===== src/hw/rtl/pscc_pkg.sv =====
`default_nettype none

package pscc_pkg;

   localparam int unsigned CSR_INDEX_WIDTH = 3;
   localparam int unsigned CSR_DATA_WIDTH  = 16;

   typedef enum logic [CSR_INDEX_WIDTH-1:0] {
      CSR_GAIN_P         = 3'd0,
      CSR_GAIN_I         = 3'd1,
      CSR_GAIN_D         = 3'd2,
      CSR_SLEW_LIMIT     = 3'd3,
      CSR_SMALL_BAND     = 3'd4,
      CSR_SMALL_DWELL_MS = 3'd5,
      CSR_LARGE_BAND     = 3'd6,
      CSR_LARGE_DWELL_MS = 3'd7
   } csr_index_type;

   localparam logic [CSR_DATA_WIDTH-1:0] GAIN_P_RESET = 16'd256;

   typedef struct packed {
      logic [15:0] gain_p;
      logic [15:0] gain_i;
      logic [15:0] gain_d;
      logic [15:0] slew_limit;
      logic [15:0] small_band;
      logic [15:0] small_dwell_ms;
      logic [15:0] large_band;
      logic [15:0] large_dwell_ms;
   } cfg_type;

   typedef enum logic [1:0] {
      CAUSE_NONE    = 2'd0,
      CAUSE_TIMEOUT = 2'd1,
      CAUSE_LARGE   = 2'd2,
      CAUSE_SMALL   = 2'd3
   } cause_type;

   typedef struct packed {
      logic commit;
      logic restart;
   } step_ctl_type;

endpackage

`default_nettype wire


===== src/hw/rtl/pscc_req_if.sv =====
`default_nettype none

interface pscc_req_if;
   logic               valid;
   logic               ready;
   logic signed [15:0] setpoint;
   logic signed [15:0] measured;
   logic        [7:0]  elapsed_ms;
   logic               restart;

   modport source (output valid, output setpoint, output measured, output elapsed_ms,
                   output restart, input ready);
   modport sink   (input valid, input setpoint, input measured, input elapsed_ms,
                   input restart, output ready);
endinterface

`default_nettype wire


===== src/hw/rtl/pscc_rsp_if.sv =====
`default_nettype none

interface pscc_rsp_if;
   logic               valid;
   logic               ready;
   logic signed [15:0] drive;
   logic               is_settled;
   logic        [1:0]  exit_cause;

   modport source (output valid, output drive, output is_settled, output exit_cause,
                   input ready);
   modport sink   (input valid, input drive, input is_settled, input exit_cause,
                   output ready);
endinterface

`default_nettype wire


===== src/hw/rtl/pid_slew_settle_controller_core.sv =====
`default_nettype none

// PID position controller with slew limiting and settle detection. One request transfer
// carries a setpoint, a measurement, the milliseconds since the previous request and a
// restart flag; each produces exactly one response transfer with the saturated drive and
// the settle status. A request is registered in the input register on acceptance and is
// processed from there into the output register once that register can take its response,
// where the response is held until it is taken. While the receiver keeps up the
// block accepts one request every cycle: the controller history and the settle timers are
// updated in the same cycle as the response register, through three 17-bit by up to 32-bit
// multipliers, an adder, the saturation and the slew clamp. The user must write configuration
// registers through the csr port only while no transfer is in flight; the block does not enforce this.
module pid_slew_settle_controller_core #(
   parameter int unsigned TIMEOUT_MS = 5000
) (
   input  wire logic                                     clock,
   input  wire logic                                     reset,
   pscc_req_if.sink                                      req_chan,
   pscc_rsp_if.source                                    rsp_chan,
   input  wire logic                                     csr_wr_en,
   input  wire logic [pscc_pkg::CSR_INDEX_WIDTH-1:0]     csr_index,
   input  wire logic [pscc_pkg::CSR_DATA_WIDTH-1:0]      csr_wr_data
);

   pscc_pkg::cfg_type      cfg_ff, cfg_in;
   pscc_pkg::cfg_type      cfg_reset;
   pscc_pkg::step_ctl_type step;
   pscc_pkg::cause_type    cause;

   logic               in_valid_ff, in_valid_in;
   logic signed [15:0] in_setpoint_ff;
   logic signed [15:0] in_measured_ff;
   logic        [7:0]  in_elapsed_ms_ff;
   logic               in_restart_ff;

   logic               rsp_valid_ff, rsp_valid_in;
   logic signed [15:0] rsp_drive_ff;
   logic        [1:0]  rsp_exit_cause_ff;

   logic               advance;
   logic               commit;
   logic signed [16:0] error;
   logic signed [15:0] drive;

   // The proportional gain is the leading field; every other register resets to zero.
   assign cfg_reset = {pscc_pkg::GAIN_P_RESET,
                       {($bits(pscc_pkg::cfg_type) - pscc_pkg::CSR_DATA_WIDTH){1'b0}}};

   always_comb begin
      cfg_in = cfg_ff;
      if (csr_wr_en) begin
         case (csr_index)
            pscc_pkg::CSR_GAIN_P:         cfg_in.gain_p         = csr_wr_data;
            pscc_pkg::CSR_GAIN_I:         cfg_in.gain_i         = csr_wr_data;
            pscc_pkg::CSR_GAIN_D:         cfg_in.gain_d         = csr_wr_data;
            pscc_pkg::CSR_SLEW_LIMIT:     cfg_in.slew_limit     = csr_wr_data;
            pscc_pkg::CSR_SMALL_BAND:     cfg_in.small_band     = csr_wr_data;
            pscc_pkg::CSR_SMALL_DWELL_MS: cfg_in.small_dwell_ms = csr_wr_data;
            pscc_pkg::CSR_LARGE_BAND:     cfg_in.large_band     = csr_wr_data;
            pscc_pkg::CSR_LARGE_DWELL_MS: cfg_in.large_dwell_ms = csr_wr_data;
            default:                      cfg_in = cfg_ff;
         endcase
      end
   end

   always_ff @(posedge clock) begin
      if (reset) begin
         cfg_ff <= cfg_reset;
      end else begin
         cfg_ff <= cfg_in;
      end
   end

   // The held request is processed whenever the output register can take its response.
   assign advance        = !rsp_valid_ff || rsp_chan.ready;
   assign commit         = in_valid_ff && advance;
   assign req_chan.ready = !in_valid_ff || advance;

   assign in_valid_in  = req_chan.ready ? req_chan.valid : in_valid_ff;
   assign rsp_valid_in = commit ? 1'b1 : (rsp_chan.ready ? 1'b0 : rsp_valid_ff);

   always_ff @(posedge clock) begin
      if (reset) begin
         in_valid_ff  <= 1'b0;
         rsp_valid_ff <= 1'b0;
      end else begin
         in_valid_ff  <= in_valid_in;
         rsp_valid_ff <= rsp_valid_in;
      end
   end

   always_ff @(posedge clock) begin
      if (req_chan.ready && req_chan.valid) begin
         in_setpoint_ff   <= req_chan.setpoint;
         in_measured_ff   <= req_chan.measured;
         in_elapsed_ms_ff <= req_chan.elapsed_ms;
         in_restart_ff    <= req_chan.restart;
      end
      if (commit) begin
         rsp_drive_ff      <= drive;
         rsp_exit_cause_ff <= cause;
      end
   end

   assign step.commit  = commit;
   assign step.restart = in_restart_ff;

   assign error = $signed({in_setpoint_ff[15], in_setpoint_ff})
                - $signed({in_measured_ff[15], in_measured_ff});

   pscc_law u_law (
      .clock (clock),
      .reset (reset),
      .step  (step),
      .cfg   (cfg_ff),
      .error (error),
      .drive (drive)
   );

   pscc_settle #(
      .TIMEOUT_MS (TIMEOUT_MS)
   ) u_settle (
      .clock      (clock),
      .reset      (reset),
      .step       (step),
      .cfg        (cfg_ff),
      .error      (error),
      .elapsed_ms (in_elapsed_ms_ff),
      .cause      (cause)
   );

   assign rsp_chan.valid      = rsp_valid_ff;
   assign rsp_chan.drive      = rsp_drive_ff;
   assign rsp_chan.exit_cause = rsp_exit_cause_ff;
   assign rsp_chan.is_settled = (rsp_exit_cause_ff != pscc_pkg::CAUSE_NONE);

   a_commit_gives_response : assert property (@(posedge clock) disable iff (reset)
      commit |=> rsp_valid_ff)
      else $error("processed request did not reach the output register");

   a_restart_not_settled : assert property (@(posedge clock) disable iff (reset)
      (commit && in_restart_ff) |=> (rsp_exit_cause_ff == pscc_pkg::CAUSE_NONE))
      else $error("first response after restart reports a settle exit");

   a_request_held : assert property (@(posedge clock) disable iff (reset)
      (in_valid_ff && !advance) |=> (in_valid_ff && $stable(in_setpoint_ff)
                                     && $stable(in_restart_ff)))
      else $error("held request lost while the output was stalled");

endmodule

`default_nettype wire


===== src/hw/rtl/pscc_law.sv =====
`default_nettype none

module pscc_law (
   input  wire logic                  clock,
   input  wire logic                  reset,
   input  wire pscc_pkg::step_ctl_type step,
   input  wire pscc_pkg::cfg_type     cfg,
   input  wire logic signed [16:0]    error,
   output logic signed [15:0]         drive
);

   logic signed [16:0] last_error_ff, last_error_in;
   logic signed [31:0] error_sum_ff, error_sum_in;
   logic signed [15:0] last_drive_ff, last_drive_in;

   logic signed [16:0] base_error;
   logic signed [31:0] prev_sum;
   logic signed [15:0] prev_drive;
   logic signed [17:0] delta;
   logic signed [33:0] prod_p;
   logic signed [48:0] prod_i;
   logic signed [34:0] prod_d;
   logic signed [49:0] acc;
   logic signed [41:0] scaled;
   logic signed [17:0] sat_drive;
   logic signed [17:0] slew_lo;
   logic signed [17:0] slew_hi;
   logic signed [17:0] slewed;
   logic signed [32:0] sum_wide;

   // A restart item sees cleared history.
   assign base_error = step.restart ? '0 : last_error_ff;
   assign prev_sum   = step.restart ? '0 : error_sum_ff;
   assign prev_drive = step.restart ? '0 : last_drive_ff;

   assign delta  = $signed({error[16], error}) - $signed({base_error[16], base_error});
   assign prod_p = 34'($signed({1'b0, cfg.gain_p})) * 34'(error);
   assign prod_i = 49'($signed({1'b0, cfg.gain_i})) * 49'(prev_sum);
   assign prod_d = 35'($signed({1'b0, cfg.gain_d})) * 35'(delta);

   assign acc = $signed({{16{prod_p[33]}}, prod_p})
              + $signed({{1{prod_i[48]}}, prod_i})
              + $signed({{15{prod_d[34]}}, prod_d});

   // Dropping the eight fraction bits of a two's complement value rounds down.
   assign scaled = acc[49:8];

   always_comb begin
      if (scaled > 42'sd32767) begin
         sat_drive = 18'sd32767;
      end else if (scaled < -42'sd32768) begin
         sat_drive = -18'sd32768;
      end else begin
         sat_drive = scaled[17:0];
      end
   end

   assign slew_lo = $signed({{2{prev_drive[15]}}, prev_drive}) - $signed({2'b00, cfg.slew_limit});
   assign slew_hi = $signed({{2{prev_drive[15]}}, prev_drive}) + $signed({2'b00, cfg.slew_limit});

   always_comb begin
      if (cfg.slew_limit == '0) begin
         slewed = sat_drive;
      end else if (sat_drive < slew_lo) begin
         slewed = slew_lo;
      end else if (sat_drive > slew_hi) begin
         slewed = slew_hi;
      end else begin
         slewed = sat_drive;
      end
   end

   assign drive = slewed[15:0];

   assign sum_wide = $signed({prev_sum[31], prev_sum}) + $signed({{16{error[16]}}, error});

   always_comb begin
      last_error_in = last_error_ff;
      error_sum_in  = error_sum_ff;
      last_drive_in = last_drive_ff;
      if (step.commit) begin
         last_error_in = error;
         last_drive_in = drive;
         if (sum_wide[32] != sum_wide[31]) begin
            error_sum_in = sum_wide[32] ? {1'b1, 31'd0} : {1'b0, {31{1'b1}}};
         end else begin
            error_sum_in = sum_wide[31:0];
         end
      end
   end

   always_ff @(posedge clock) begin
      if (reset) begin
         last_error_ff <= '0;
         error_sum_ff  <= '0;
         last_drive_ff <= '0;
      end else begin
         last_error_ff <= last_error_in;
         error_sum_ff  <= error_sum_in;
         last_drive_ff <= last_drive_in;
      end
   end

endmodule

`default_nettype wire


===== src/hw/rtl/pscc_settle.sv =====
`default_nettype none

module pscc_settle #(
   parameter int unsigned TIMEOUT_MS = 5000
) (
   input  wire logic                   clock,
   input  wire logic                   reset,
   input  wire pscc_pkg::step_ctl_type step,
   input  wire pscc_pkg::cfg_type      cfg,
   input  wire logic signed [16:0]     error,
   input  wire logic [7:0]             elapsed_ms,
   output pscc_pkg::cause_type         cause
);

   logic [31:0] run_clock_ff, run_clock_in;
   logic        started_ff, started_in;
   logic [31:0] large_since_ff, large_since_in;
   logic        large_armed_ff, large_armed_in;
   logic [31:0] small_since_ff, small_since_in;
   logic        small_armed_ff, small_armed_in;

   logic [31:0] prev_clock;
   logic        prev_started;
   logic [31:0] prev_large_since;
   logic        prev_large_armed;
   logic [31:0] prev_small_since;
   logic        prev_small_armed;
   logic [16:0] mag;
   logic [32:0] clock_sum;
   logic [31:0] run_next;
   logic        in_large;
   logic        in_small;
   logic        timeout_hit;
   logic        large_hit;
   logic        small_hit;

   assign prev_clock       = step.restart ? '0 : run_clock_ff;
   assign prev_started     = step.restart ? 1'b0 : started_ff;
   assign prev_large_since = step.restart ? '0 : large_since_ff;
   assign prev_large_armed = step.restart ? 1'b0 : large_armed_ff;
   assign prev_small_since = step.restart ? '0 : small_since_ff;
   assign prev_small_armed = step.restart ? 1'b0 : small_armed_ff;

   assign mag = error[16] ? 17'(-error) : 17'(error);

   // The clock starts at zero on the first item and saturates at its top value.
   assign clock_sum = {1'b0, prev_clock} + {25'd0, elapsed_ms};
   assign run_next  = !prev_started ? '0 : (clock_sum[32] ? '1 : clock_sum[31:0]);

   assign in_large = prev_started && (mag < {1'b0, cfg.large_band});
   assign in_small = prev_started && (mag < {1'b0, cfg.small_band});

   assign timeout_hit = prev_started && (run_next > 32'(TIMEOUT_MS));
   assign large_hit   = in_large && prev_large_armed
                        && ((run_next - prev_large_since) > {16'd0, cfg.large_dwell_ms});
   assign small_hit   = in_small && prev_small_armed
                        && ((run_next - prev_small_since) > {16'd0, cfg.small_dwell_ms});

   always_comb begin
      if (timeout_hit) begin
         cause = pscc_pkg::CAUSE_TIMEOUT;
      end else if (large_hit) begin
         cause = pscc_pkg::CAUSE_LARGE;
      end else if (small_hit) begin
         cause = pscc_pkg::CAUSE_SMALL;
      end else begin
         cause = pscc_pkg::CAUSE_NONE;
      end
   end

   always_comb begin
      run_clock_in   = run_clock_ff;
      started_in     = started_ff;
      large_since_in = large_since_ff;
      large_armed_in = large_armed_ff;
      small_since_in = small_since_ff;
      small_armed_in = small_armed_ff;
      if (step.commit) begin
         run_clock_in   = run_next;
         started_in     = 1'b1;
         large_since_in = prev_large_since;
         large_armed_in = prev_large_armed;
         small_since_in = prev_small_since;
         small_armed_in = prev_small_armed;
         if (in_large && !prev_large_armed) begin
            large_armed_in = 1'b1;
            large_since_in = run_next;
         end
         if (in_small && !prev_small_armed) begin
            small_armed_in = 1'b1;
            small_since_in = run_next;
         end
      end
   end

   always_ff @(posedge clock) begin
      if (reset) begin
         run_clock_ff   <= '0;
         started_ff     <= 1'b0;
         large_since_ff <= '0;
         large_armed_ff <= 1'b0;
         small_since_ff <= '0;
         small_armed_ff <= 1'b0;
      end else begin
         run_clock_ff   <= run_clock_in;
         started_ff     <= started_in;
         large_since_ff <= large_since_in;
         large_armed_ff <= large_armed_in;
         small_since_ff <= small_since_in;
         small_armed_ff <= small_armed_in;
      end
   end

endmodule

`default_nettype wire


===== src/flat_wrapper.sv =====
// flat-port wrapper written by rule: the top's interface ports become plain ports
module pid_slew_settle_controller_core_flat 
#(
   parameter int unsigned TIMEOUT_MS = 5000
)
  (clock, reset, csr_wr_en, csr_index, csr_wr_data, req_chan_valid, req_chan_setpoint, req_chan_measured, req_chan_elapsed_ms, req_chan_restart, req_chan_ready, rsp_chan_valid, rsp_chan_drive, rsp_chan_is_settled, rsp_chan_exit_cause, rsp_chan_ready);
  pscc_req_if req_chan_i ();
  pscc_rsp_if rsp_chan_i ();
  input  wire logic clock;
  input  wire logic reset;
  input  wire logic csr_wr_en;
  input  wire logic [pscc_pkg::CSR_INDEX_WIDTH-1:0] csr_index;
  input  wire logic [pscc_pkg::CSR_DATA_WIDTH-1:0] csr_wr_data;
  input wire logic [$bits(req_chan_i.valid)-1:0] req_chan_valid;
  input wire logic [$bits(req_chan_i.setpoint)-1:0] req_chan_setpoint;
  input wire logic [$bits(req_chan_i.measured)-1:0] req_chan_measured;
  input wire logic [$bits(req_chan_i.elapsed_ms)-1:0] req_chan_elapsed_ms;
  input wire logic [$bits(req_chan_i.restart)-1:0] req_chan_restart;
  output wire logic [$bits(req_chan_i.ready)-1:0] req_chan_ready;
  output wire logic [$bits(rsp_chan_i.valid)-1:0] rsp_chan_valid;
  output wire logic [$bits(rsp_chan_i.drive)-1:0] rsp_chan_drive;
  output wire logic [$bits(rsp_chan_i.is_settled)-1:0] rsp_chan_is_settled;
  output wire logic [$bits(rsp_chan_i.exit_cause)-1:0] rsp_chan_exit_cause;
  input wire logic [$bits(rsp_chan_i.ready)-1:0] rsp_chan_ready;
  assign req_chan_i.valid = req_chan_valid;
  assign req_chan_i.setpoint = req_chan_setpoint;
  assign req_chan_i.measured = req_chan_measured;
  assign req_chan_i.elapsed_ms = req_chan_elapsed_ms;
  assign req_chan_i.restart = req_chan_restart;
  assign req_chan_ready = req_chan_i.ready;
  assign rsp_chan_valid = rsp_chan_i.valid;
  assign rsp_chan_drive = rsp_chan_i.drive;
  assign rsp_chan_is_settled = rsp_chan_i.is_settled;
  assign rsp_chan_exit_cause = rsp_chan_i.exit_cause;
  assign rsp_chan_i.ready = rsp_chan_ready;
  pid_slew_settle_controller_core #(.TIMEOUT_MS(TIMEOUT_MS)) u_core (.clock(clock), .reset(reset), .req_chan(req_chan_i), .rsp_chan(rsp_chan_i), .csr_wr_en(csr_wr_en), .csr_index(csr_index), .csr_wr_data(csr_wr_data));
endmodule

===== config.mk =====
export PLATFORM = sky130hd
export DESIGN_NAME = pid_slew_settle_controller_core_flat
export DESIGN_NICKNAME = d
export VERILOG_FILES = /design/src/hw/rtl/pscc_pkg.sv /design/src/hw/rtl/pscc_req_if.sv /design/src/hw/rtl/pscc_rsp_if.sv /design/src/hw/rtl/pid_slew_settle_controller_core.sv /design/src/hw/rtl/pscc_law.sv /design/src/hw/rtl/pscc_settle.sv /design/src/flat_wrapper.sv
export SDC_FILE = /design/constraint.sdc
export NUM_CORES = 2
export LEC_CHECK = 0
export BUFFER_PORTS_ARGS = -buffer_cell sky130_fd_sc_hd__buf_2
export CORE_MARGIN = 2
export CORE_UTILIZATION = 23
export CTS_CLUSTER_SIZE = 20
export DETAILED_ROUTE_END_ITERATION = 7
export PLACE_DENSITY = 0.36
export REMOVE_ABC_BUFFERS = 1
export SYNTH_ARGS = -nofsm -noshare
export SYNTH_HDL_FRONTEND = slang
export SYNTH_SLANG_ARGS = --single-unit

===== constraint.sdc =====
create_clock -name clock -period 16 [get_ports clock]
set_input_delay 1.6 -clock clock [delete_from_list [all_inputs] [get_ports clock]]
set_output_delay 1.6 -clock clock [all_outputs]
set_load 0.03 [all_outputs]

==> flow_summary.json <==
{
  "met3WireLength_um": 7520,
  "r2r-end": "u_core.u_law.last_drive_ff[8]$_SDFFE_PP0P_",
  "cts-buffers-inserted": 51,
  "cts_max_path_buffers": 3,
  "grt_max_degree": 81,
  "port_buffers": 85,
  "cts_root_buf": "clkbuf_16",
  "worstPathArrival_ps": 15980,
  "async_flop_share": 0,
  "finalHoldViolCount": 0,
  "netlist_instances": 7706,
  "finalSetupViolations": 0,
  "fin_crit_sh": 0.964,
  "drtIter0Drc": 2459,
  "setup.worst_path.class": "reg2reg",
  "dp_hpwl_um": 196000,
  "m1WireLength_um": 113000,
  "cp-start-kind": "flip-flop",
  "placed_cells": 11600,
  "drive_gt1_frac": 0.0949,
  "synth_cell_types": 103,
  "clkSinkCount": 353,
  "ant_nets": 0,
  "syn_area_per_cell_um2": 8.66,
  "num_rows": 197,
  "clk_latency_ps": 690,
  "topRoutingLayerUsed": "met5",
  "finalClockSkew_ps": 40.4,
  "ys_seq_area_frac": 0.115,
  "grt_pass1_wl_um": 362000,
  "final_max_slew_viol_count": 0,
  "start_util": 0.231,
  "rsz0062_at_grt": "yes",
  "gr-total-overflow": 0,
  "critPathSlowestCell": "or4_4",
  "hold_path.class": "reg2reg",
  "cp_slowest_stage_delay_ps": 610,
  "vias": 52300,
  "whs_path_depth": 2,
  "timing.slew.headroom": 0.185,
  "drt-wirelength-per-cell_um": 20.3,
  "routed_wl_um": 238000,
  "dr.pass1.iters": 6,
  "synth_area_leaders": "fa_1 36%, ha_1 11%, dfxtp_1 8.8%, inv_1 8.1%, nand2_1 6.3%",
  "gp_congestion": 0.835,
  "reg2reg_slack_ps": 580,
  "leakagePower_nw": 33.9,
  "outcome": "finished, final reports clean",
  "die_w_um": 543,
  "synth.most_common_cell": "inv_1",
  "clkTransAtPathRegs_ps": 60,
  "crit_required_ps": 16560,
  "worstSetupEndpointType": "flip-flop",
  "fin_crit_ps": 15420,
  "h-tree-depth": 2,
  "die-area_um2": 294000,
  "synth_edf_count": 59,
  "fp.coreArea_um2": 288000,
  "met2WireLength_um": 114000,
  "synthesis.area_um2": 66700,
  "synth-main-ff-cell": "dfxtp_1",
  "worst_hold_path.endpoint": "u_core.u_settle.run_clock_ff[2]$_SDFFE_PP0P_",
  "maxCapViolCount": 0,
  "synth_common_cells": "1435 x inv_1, 1192 x fa_1, 1118 x nand2_1, 587 x ha_1, 503 x and2_1",
  "fill_cells": 31200,
  "cts_tree": "yes",
  "nNetsFinal": 9746,
  "fmax_mhz": 64.8,
  "ioPinCount": 86,
  "synth_top_cell_area_share": 0.358,
  "die_h_um": 543,
  "synth_warnings": 0,
  "fin_util": 0.264,
  "worstPathMaxFanout": 4,
  "synth_area_leader_cell": "fa_1",
  "track_usage": 0.163,
  "rr_startpoint": "u_core.in_measured_ff[0]$_DFFE_PP_",
  "min-delay-start": "u_core.u_settle.run_clock_ff[2]$_SDFFE_PP0P_",
  "finalNonFillerCells": 11700,
  "p_total_mw": 7.96,
  "critical-path-top-cell-by-count": "fa_1",
  "ys_ff_latch": 353,
  "power_density_nw_per_um2": 105,
  "setup_ws_ps": 579,
  "vdd.ir_drop.worst_uv": 134,
  "worst_slew_pin_slew_ps": 1220,
  "syn2layout_area_growth_pct": 14.1,
  "viasPerCell": 4.46,
  "dp_slack_ps": -240,
  "grt_pass1_vias": 56100,
  "antenna_found_initial": 23,
  "drc": 0,
  "ff2ff_path_depth": 65,
  "setup_tns_ps": 0
}
-- cell families (layout without fill, tap and decap cells) --
group / count (synthesis) / in the layout / share of synthesized area
fa+ha+maj: 1784 / 1784 / 0.469
flops: 353 / 353 / 0.115
simple gates: 2415 / 2415 / 0.176
compound gates: 1136 / 1137 / 0.109
buf+inv: 1800 / 2038 / 0.102
xor+xnor: 198 / 198 / 0.0260
other cells: 0 / 1 / 0
mux: 20 / 20 / 0.00332
-- layer usage --
metal	track usage	vias up
met3	0.0157	156
met1	0.225	26900
met5	0	-
li1	-	24500
met4	0.0229	16
met2	0.280	765
-- placed cells by master (no fill, tap or decap), types with 59 or more instances in the layout --
cell type | synthesis | routed
inv_1 | 1435 | 1432
fa_1 | 1192 | 1184
nand2_1 | 1118 | 1118
ha_1 | 587 | 582
and2_1 | 503 | 502
a21oi_1 | 435 | 428
buf_4 | 1 | 413
dfxtp_1 | 294 | 289
nor2_1 | 214 | 210
o21ai_0 | 205 | 193
nor2b_1 | 154 | 145
xnor2_1 | 137 | 127
nand2b_1 | 124 | 123
buf_2 | 30 | 84
a21o_1 | 77 | 77
a22o_1 | 61 | 61
nor3_1 | 68 | 60
nand3_1 | 60 | 59
edfxtp_1 | 59 | 59
-- report_power, final --
part | internal, mW | switching, mW | total [mW] | leakage [nW]
registers | 1.00 | 0.0577 | 1.06 | 2.95
logic | 2.29 | 3.32 | 5.61 | 30.0
clock network | 0.771 | 0.519 | 1.29 | 0.912
-- timing repair --
action                     4_1_cts  5_1_grt
hold buffers                     0        0
gates cloned                     0        1
buffers inserted                 0       14
pin swaps                        0       48
gates resized for setup         10       89
setup endpoints to repair       32       32
-- how the worst max path moves through the flow --
stage / from / to / slack [ps] / depth (start not counted)
after floorplan: u_core.in_measured_ff[0]$_DFFE_PP_ / u_core.u_law.last_drive_ff[13]$_SDFFE_PP0P_ / -2710 / 59
after detailed placement: u_core.in_measured_ff[0]$_DFFE_PP_ / u_core.u_law.last_drive_ff[12]$_SDFFE_PP0P_ / -240 / 64
after CTS: u_core.in_measured_ff[0]$_DFFE_PP_ / u_core.u_law.last_drive_ff[8]$_SDFFE_PP0P_ / 0.9 / 65
final: u_core.in_measured_ff[0]$_DFFE_PP_ / u_core.u_law.last_drive_ff[8]$_SDFFE_PP0P_ / 580 / 65
after global routing: u_core.in_measured_ff[0]$_DFFE_PP_ / u_core.u_law.last_drive_ff[15]$_SDFFE_PP0P_ / -50 / 66
after global placement: u_core.in_measured_ff[0]$_DFFE_PP_ / u_core.rsp_chan.drive[4]$_DFFE_PP_ / -240 / 63
-- per-stage QoR --
| stage | hold WS (ps) | cell area [um2] |
|---|---|---|
| 2_1_floorplan | 425 | 65300 |
| 3_3_place_gp | 442 | 73700 |
| 3_5_place_dp | 444 | 73700 |
| 4_1_cts | 452 | 75600 |
| 5_1_grt | 471 | 76100 |
| 6_report | 450 | 76100 |
-- critical path: cells and delay by family (launching register included) --
family | cells | cell delay (ps)
simple gates | 8 | 1590
buf+inv | 13 | 1260
flops | 1 | 370
compound gates | 27 | 4920
mux | 2 | 410
fa+ha+maj | 14 | 6480
xor+xnor | 1 | 250
-- area by class of cell --
| class | instances | area [um2] | area share |
|---|---|---|---|
| clock buffers | 64 | 1480 | 0.0195 |
| well taps | 3781 | 4730 | 0.0622 |
| multi-input cells | 5554 | 52800 | 0.693 |
| flip-flops and latches | 353 | 7660 | 0.101 |
| inverters | 1435 | 5390 | 0.0708 |
| clock inverters | 32 | 383 | 0.00503 |
| diodes | 1 | 2.50 | 0.0000329 |
| repair buffers | 507 | 3680 | 0.0483 |
-- registers in the layout, summed over array words and instances, names as in the netlist, 17 cells and up --
name and count:
u_core.u_settle.large_since_ff 32, u_core.u_law.last_error_ff 17, u_core.u_settle.run_clock_ff 32, u_core.u_law.error_sum_ff 32
u_core.u_settle.small_since_ff 32, u_core.cfg_ff 128
Note: power is estimated with default switching activity, not from simulation.
